## config.mk

```make
export PLATFORM = sky130hd
export DESIGN_NAME = bbb_plan
export DESIGN_NICKNAME = d
export VERILOG_FILES = /design/src/design/bbb_pkg.sv /design/src/design/bbb_plan.sv
export SDC_FILE = /design/constraint.sdc
export NUM_CORES = 1
export LEC_CHECK = 0
export BUFFER_PORTS_ARGS = -buffer_cell sky130_fd_sc_hd__buf_2
export CORE_MARGIN = 4
export CORE_UTILIZATION = 40
export DETAILED_ROUTE_END_ITERATION = 8
export SYNTH_ARGS = -nofsm -noshare
export SYNTH_HDL_FRONTEND = slang
export SYNTH_SLANG_ARGS = --single-unit
```

## constraint.sdc

```tcl
create_clock -name vclk -period 12.94
set_clock_uncertainty 0.05 [all_clocks]
set_input_delay 3.235 -clock vclk [all_inputs]
set_output_delay 3.235 -clock vclk [all_outputs]
set_load 0.005 [all_outputs]
```

## src/design/bbb_pkg.sv

```systemverilog
// Shared types and constants of the bipartite byte buffer.
package bbb_pkg;

  // Field widths of the command and response words.
  localparam int CMD_W    = 2;
  localparam int LEN_W    = 13;
  localparam int DATA_W   = 64;
  localparam int STORED_W = 13;
  localparam int BYTE_W   = 8;
  localparam int LANE_W   = 3;

  typedef logic [CMD_W-1:0] cmd_t;

  // Command codes.
  localparam cmd_t CMD_WRITE  = 2'd0;
  localparam cmd_t CMD_READ   = 2'd1;
  localparam cmd_t CMD_PEEK   = 2'd2;
  localparam cmd_t CMD_REMOVE = 2'd3;

  // Decisions that the planning unit hands to the sequencer.
  typedef struct packed {
    logic len_ok;   // length within the chunk limit
    logic to_b;     // a write goes to region B
    logic wr_fits;  // a write has room
    logic rd_fits;  // enough bytes stored for the length
    logic move;     // folding B into A needs a byte copy
  } plan_flags_t;

endpackage

```

## src/design/bbb_plan.sv

```systemverilog
// Planning unit: write placement, space checks and the fold of region B into A.
module bbb_plan #(
  parameter int BUFFER_BYTES = 4096,
  parameter int CHUNK_BYTES  = 8,
  parameter int AW           = 12,
  parameter int SW           = 13
) (
  input  bbb_pkg::cmd_t               cmd,
  input  logic [bbb_pkg::LEN_W-1:0]   length,
  input  logic [AW-1:0]               a_start,
  input  logic [SW-1:0]               a_size,
  input  logic                        b_open,
  input  logic [AW-1:0]               b_size,
  input  logic [SW-1:0]               drop,
  output bbb_pkg::plan_flags_t        flags,
  output logic [AW-1:0]               wr_base,
  output logic [SW-1:0]               drop_req,
  output logic [SW-1:0]               stored,
  output logic [AW-1:0]               fold_a_start,
  output logic [SW-1:0]               fold_a_size,
  output logic [AW-1:0]               fold_b_size,
  output logic                        fold_b_open,
  output logic [AW-1:0]               move_src
);
  import bbb_pkg::*;

  localparam int CW = (SW > LEN_W) ? SW : LEN_W;
  localparam logic [SW-1:0] BUF_SZ = SW'(BUFFER_BYTES);
  localparam logic [LEN_W-1:0] CHUNK_MAX = LEN_W'(CHUNK_BYTES);

  logic [SW-1:0] a_end;
  logic [SW-1:0] a_free;
  logic [SW-1:0] room;
  logic          to_b;
  logic          rd_fits;
  logic          a_cover;
  logic [SW-1:0] take_a;
  logic [SW-1:0] rest;
  logic [AW-1:0] take_b;
  logic [SW-1:0] new_a;
  logic [AW-1:0] new_b;

  // Space checks for the command word.
  always_comb begin
    stored  = a_size + SW'(b_size);
    a_end   = SW'(a_start) + a_size;
    a_free  = BUF_SZ - a_end;
    to_b    = b_open | (a_free < SW'(a_start));
    room    = to_b ? (SW'(a_start) - SW'(b_size)) : a_free;
    rd_fits = CW'(length) <= CW'(stored);
    wr_base = to_b ? b_size : AW'(a_end);
    // A remove is clamped to the stored bytes; a read drops its own length.
    drop_req = ((cmd == CMD_REMOVE) && !rd_fits) ? stored : SW'(length);
  end

  // Drop bytes from A, then from B; an emptied A takes over what is left of B.
  always_comb begin
    a_cover = drop >= a_size;
    take_a  = a_cover ? a_size : drop;
    rest    = a_cover ? (drop - a_size) : '0;
    take_b  = (rest >= SW'(b_size)) ? b_size : AW'(rest);
    new_a   = a_size - take_a;
    new_b   = b_size - take_b;
    if (new_a == '0) begin
      fold_a_start = '0;
      fold_a_size  = SW'(new_b);
      fold_b_size  = '0;
      fold_b_open  = 1'b0;
    end else begin
      fold_a_start = AW'(SW'(a_start) + take_a);
      fold_a_size  = new_a;
      fold_b_size  = b_size;
      fold_b_open  = b_open;
    end
    move_src = take_b;
  end

  assign flags.len_ok  = length <= CHUNK_MAX;
  assign flags.to_b    = to_b;
  assign flags.wr_fits = CW'(length) <= CW'(room);
  assign flags.rd_fits = rd_fits;
  assign flags.move    = (new_a == '0) && (new_b != '0) && (take_b != '0);

endmodule

```

Word-level counts from Yosys, hierarchy flattened
Index checks and enable logic that the tools add are counted.
Word-level totals
  bits in registers: 0
  bits in latches: 0
  RAM bits: 0
  memory bits (read-only): 0
  input port bits: 66
  output and inout port bits: 93
  memories kept: 0
Operators by class
  add/subtract/negate cells: 8
  $mul: 0
  div/mod/pow operators: 0
  order comparisons: 6
  equality and inequality tests: 1
  shifts and indexed selects: 0
  mux-type cells: 10
  bitwise logic cells: 1
  reduce and logical (&&, ||, !) cells: 7
Operators with widths (count)
  $mux 13: 5
  $mux 12: 4
  $le 13x13->1: 2
  $sub 13x13->13: 2
  $reduce_bool 12->1: 2
  $add 12x13->13: 1
  $add 13x12->13: 1
  $ge 13x12->1: 1
  $ge 13x13->1: 1
  $le 13x4->1 const B: 1
  $logic_not 13->1: 1
  $lt 13x12->1: 1
  $sub 12x12->13: 1
  $sub 13x13->13 const A: 1
  $add 12x12->12: 1
  $sub 12x12->12: 1
  $logic_and 1x1->1: 3
  $eq 2x2->1 const B: 1
  $logic_not 1->1: 1
  $mux 1: 1
  $or 1x1->1: 1

Depth between registers and ports, before layout
  word-level depth: 8
  depth in mapped cells: 35

Worst setup path after synthesis
Ideal clock, no wire load.
  path kind: input port to output port
  start point: input port a_start[0]
  end point: output port flags[2] in the netlist's numbering
  data arrival time: 9.137 ns
  required time: 9.655 ns
  path slack: 0.518 ns
  cell stages on the path: 35
  path buffers: 1
  cells stage by stage: ha_1 inv_1 fa_1 nor2b_1 o21ai_0 a21boi_0 o21ai_0 a21boi_0 o21ai_0 a21boi_0 o21ai_0 nor3b_1 or2_2 nand3_1 xnor2_1 ha_1 or3_1 o22ai_1 a21oi_2 buf_2 mux2i_1 ha_1 nor2b_1 o21a_1 o21a_1 o21a_1 o21a_1 o21a_1 o21a_1 o21a_1 o21a_1 o21a_1 o21a_1 o21a_1 o21ai_0
RTL lines
  start: declaration: RTL line bbb_plan.sv:10  | input logic [AW-1:0] a_start,
  end: declaration: RTL line bbb_plan.sv:15  | output bbb_pkg::plan_flags_t flags,

==> summary.txt <==
Synth
  • Most frequent cell after synthesis: ha_1
  • Seq/Total Area, Yosys: 0
  • Simple-gate share of the synthesized area: 0.1868
  • Cells after Synth: 903
  • Synth Area in Adders: 0.2742
  • Post-synthesis xor/xnor area fraction: 0.1062
  • Post-synthesis mux area share: 0.07329
  • Syn nets: 1104
  • Top post-synthesis cells by count: ha_1 (128), inv_1 (117), o21ai_0 (71)
  • Synth Area in Compound Gates: 0.2732
  • Syn Area/Cell: 7.033 µm²
  • Largest area contributor in the netlist: ha_1
  • Ys Warns: 0
  • Synth top area share: 0.2522
  • Synth top area cells: ha_1 (25%), xnor2_1 (7.7%), inv_1 (6.9%)
  • Main combinational cell family by area after synthesis: adder cells
  • Syn Std Cell Area: 6351 µm²
  • Synth unique cells: 67

Power and ir drop
  • Psw: 349.6 µW
  • Comb pwr share: 1.000
  • Pwr Total: 634.7 µW
  • Reg power frac: 0
  • Switching portion of total power: 0.5507
  • Clk pwr share: 0
  • Pleak: 0.003979 µW
  • VDD IR max: 0.03388 mV
  • PwrDens: 81.43 nW/µm²
  • Internal power: 285.2 µW

GRT
  • Largest net degree at the start of global routing: 22
  • Initial antenna violation count: 0
  • First-pass GRT wire length: around 34000 µm
  • Vias in the first global route: 6751
  • GRT overflow: 0
  • GRT Overall Usage: 0.2327

STA
  • Max Fclk: 79.11 MHz
  • Slew HR: 0.3561
  • Period utilization: 0.9769
  • Setup_tns: 0 ns
  • Setup Viol. Count Final: 0
  • Worst Tran Pin Value: 0.9622 ns
  • WHS: 6.708 ns
  • Final hold vios: 0
  • Final Max Slew Viols: 0
  • Period minus WS final: 12.64 ns

Critical path
  • CP dominant cell by count: o21a_1
  • Worst Path Class, Setup: input pin to primary output
  • Worst EP arrival: approximately 9.4 ns
  • Critical Path Fanout Max: 5
  • CP endpoint kind: primary output
  • Worst EP required: 9.65 ns
  • Setup crit start kind: input pin
  • CP max stage cell: fa_2
  • Slowest Stage Delay on Critical Path: 0.41 ns

Final layout
  • FF+latch area: 0 µm²
  • Area Growth Syn to Fin: 22.73%
  • Nets: 1293
  • Core Util, Final: 0.5071
  • Sequential cells: 0
  • Clk_buf instances: 0
  • Antenna Cells: 0
  • Finished Cell Area: around 7800 µm²
  • Fill cell total of the finished layout: 1658
  • Multi-input logic area: 5906 µm²
  • Fraction of layout cells with a size suffix above 1: 0.2468

Place
  • Port buffer count: 159
  • Dpl hpwl: 19780 µm
  • Cell area after placement: around 7700 µm²
  • RePlAce Congestion: about 0.98

Detailed routing
  • Routed vias/inst: 5.469
  • Routed WL: 22250 µm
  • TritonRoute pass-1 iters: 6
  • ANT nets after route: 0
  • Routed len/inst: around 17 µm
  • 1st-iter DRT viols: roughly 370
  • Remaining routing DRC violations: 0
  • Via count: 7115

Floorplan
  • Die H: 134.0 µm
  • Initial Util: 0.4132
  • Die Area: 17960 µm²
  • FP Rows: 45
  • Core area: 15370 µm²
  • # IOs: 159
  • Chip Width: 134.0 µm

Outcome
  • Outcome: finished, final reports clean

Run
  • Max-capacitance violation count: 0

Clock network
  • Setup Buffers After CTS: 0
  • Post-CTS Hold Buffers: 0

Hold path
  • Worst min path class: input pin to primary output
## critical path, delay by kind of cell
| family | cells | cell delay (ns) |
|---|---|---|
| XOR/XNOR | 1 | 0.09 |
| multiplexers | 1 | 0.14 |
| AND/OR/NAND/NOR | 5 | 1.08 |
| AO/OA/AOI/OAI | 21 | 3.23 |
| buffers and inverters | 4 | 0.67 |
| adder cells (fa/ha/maj) | 3 | 0.92 |
## logic make-up after synthesis
| group | after synthesis |
|---|---|
| buf+inv | 141 |
| mux | 44 |
| simple gates | 238 |
| fa+ha+maj | 135 |
| xor+xnor | 77 |
| compound gates | 268 |
## repair_timing
action / 4_1_cts / 5_1_grt
resized for setup: 0 / 30
endpoints found under the hold margin: 0 / 0
setup endpoints to repair: 0 / 7
## final timing paths
| check | cells after the start | endpoint | start | slack, ns |
|---|---|---|---|---|
| min | 3 | flags[4] | length[9] | 6.71 |
| max | 35 | flags[2] | a_size[1] | 0.30 |
## power by group through the flow
stage / Combinational, µW / Sequential (µW) / Clock, µW
after floorplan: 408 / 0 / 0
after global placement: 619 / 0 / 0
after detailed placement: 623 / 0 / 0
after CTS: 626 / 0 / 0
after global routing: 705 / 0 / 0
final: 635 / 0 / 0
## routing by layer
layer,up-vias,track usage,part of all wire
met5,-,0,0
met4,0,0.04571,0.022
met3,24,0.01538,0.055
met2,199,0.4214,0.48
met1,3277,0.3046,0.44
li1,3615,-,-
## placed cells by master (no fill, tap or decap), drive strengths merged, types with 7 or more instances in the layout
master	instances
nor4	9
or2	7
inv	116
o21ai	71
nand2b	10
a21oi	71
a21o	17
ha	128
mux2i	24
nand3	12
nand4	13
a211oi	13
mux2	20
nor3	10
o21a	25
buf	210
nor2	67
xor2	21
xnor2	56
o211ai	8
nor2b	12
o21bai	19
nand2	63
fa	7
## through the flow
stage	cells	worst slack [ns]
after floorplan	903	0.5175
after global placement	1301	0.1253
after detailed placement	1301	0.04716
after CTS	1301	0.01705
after global routing	1301	-0.06004
final	1301	0.2987
## layout make-up
cell class / instances / area share
multi-input combinational: 762 / 0.7576
inverter: 118 / 0.05730
timing repair buffer: 210 / 0.1512
tap: 211 / 0.03387
(Power assumes the default switching activity.)
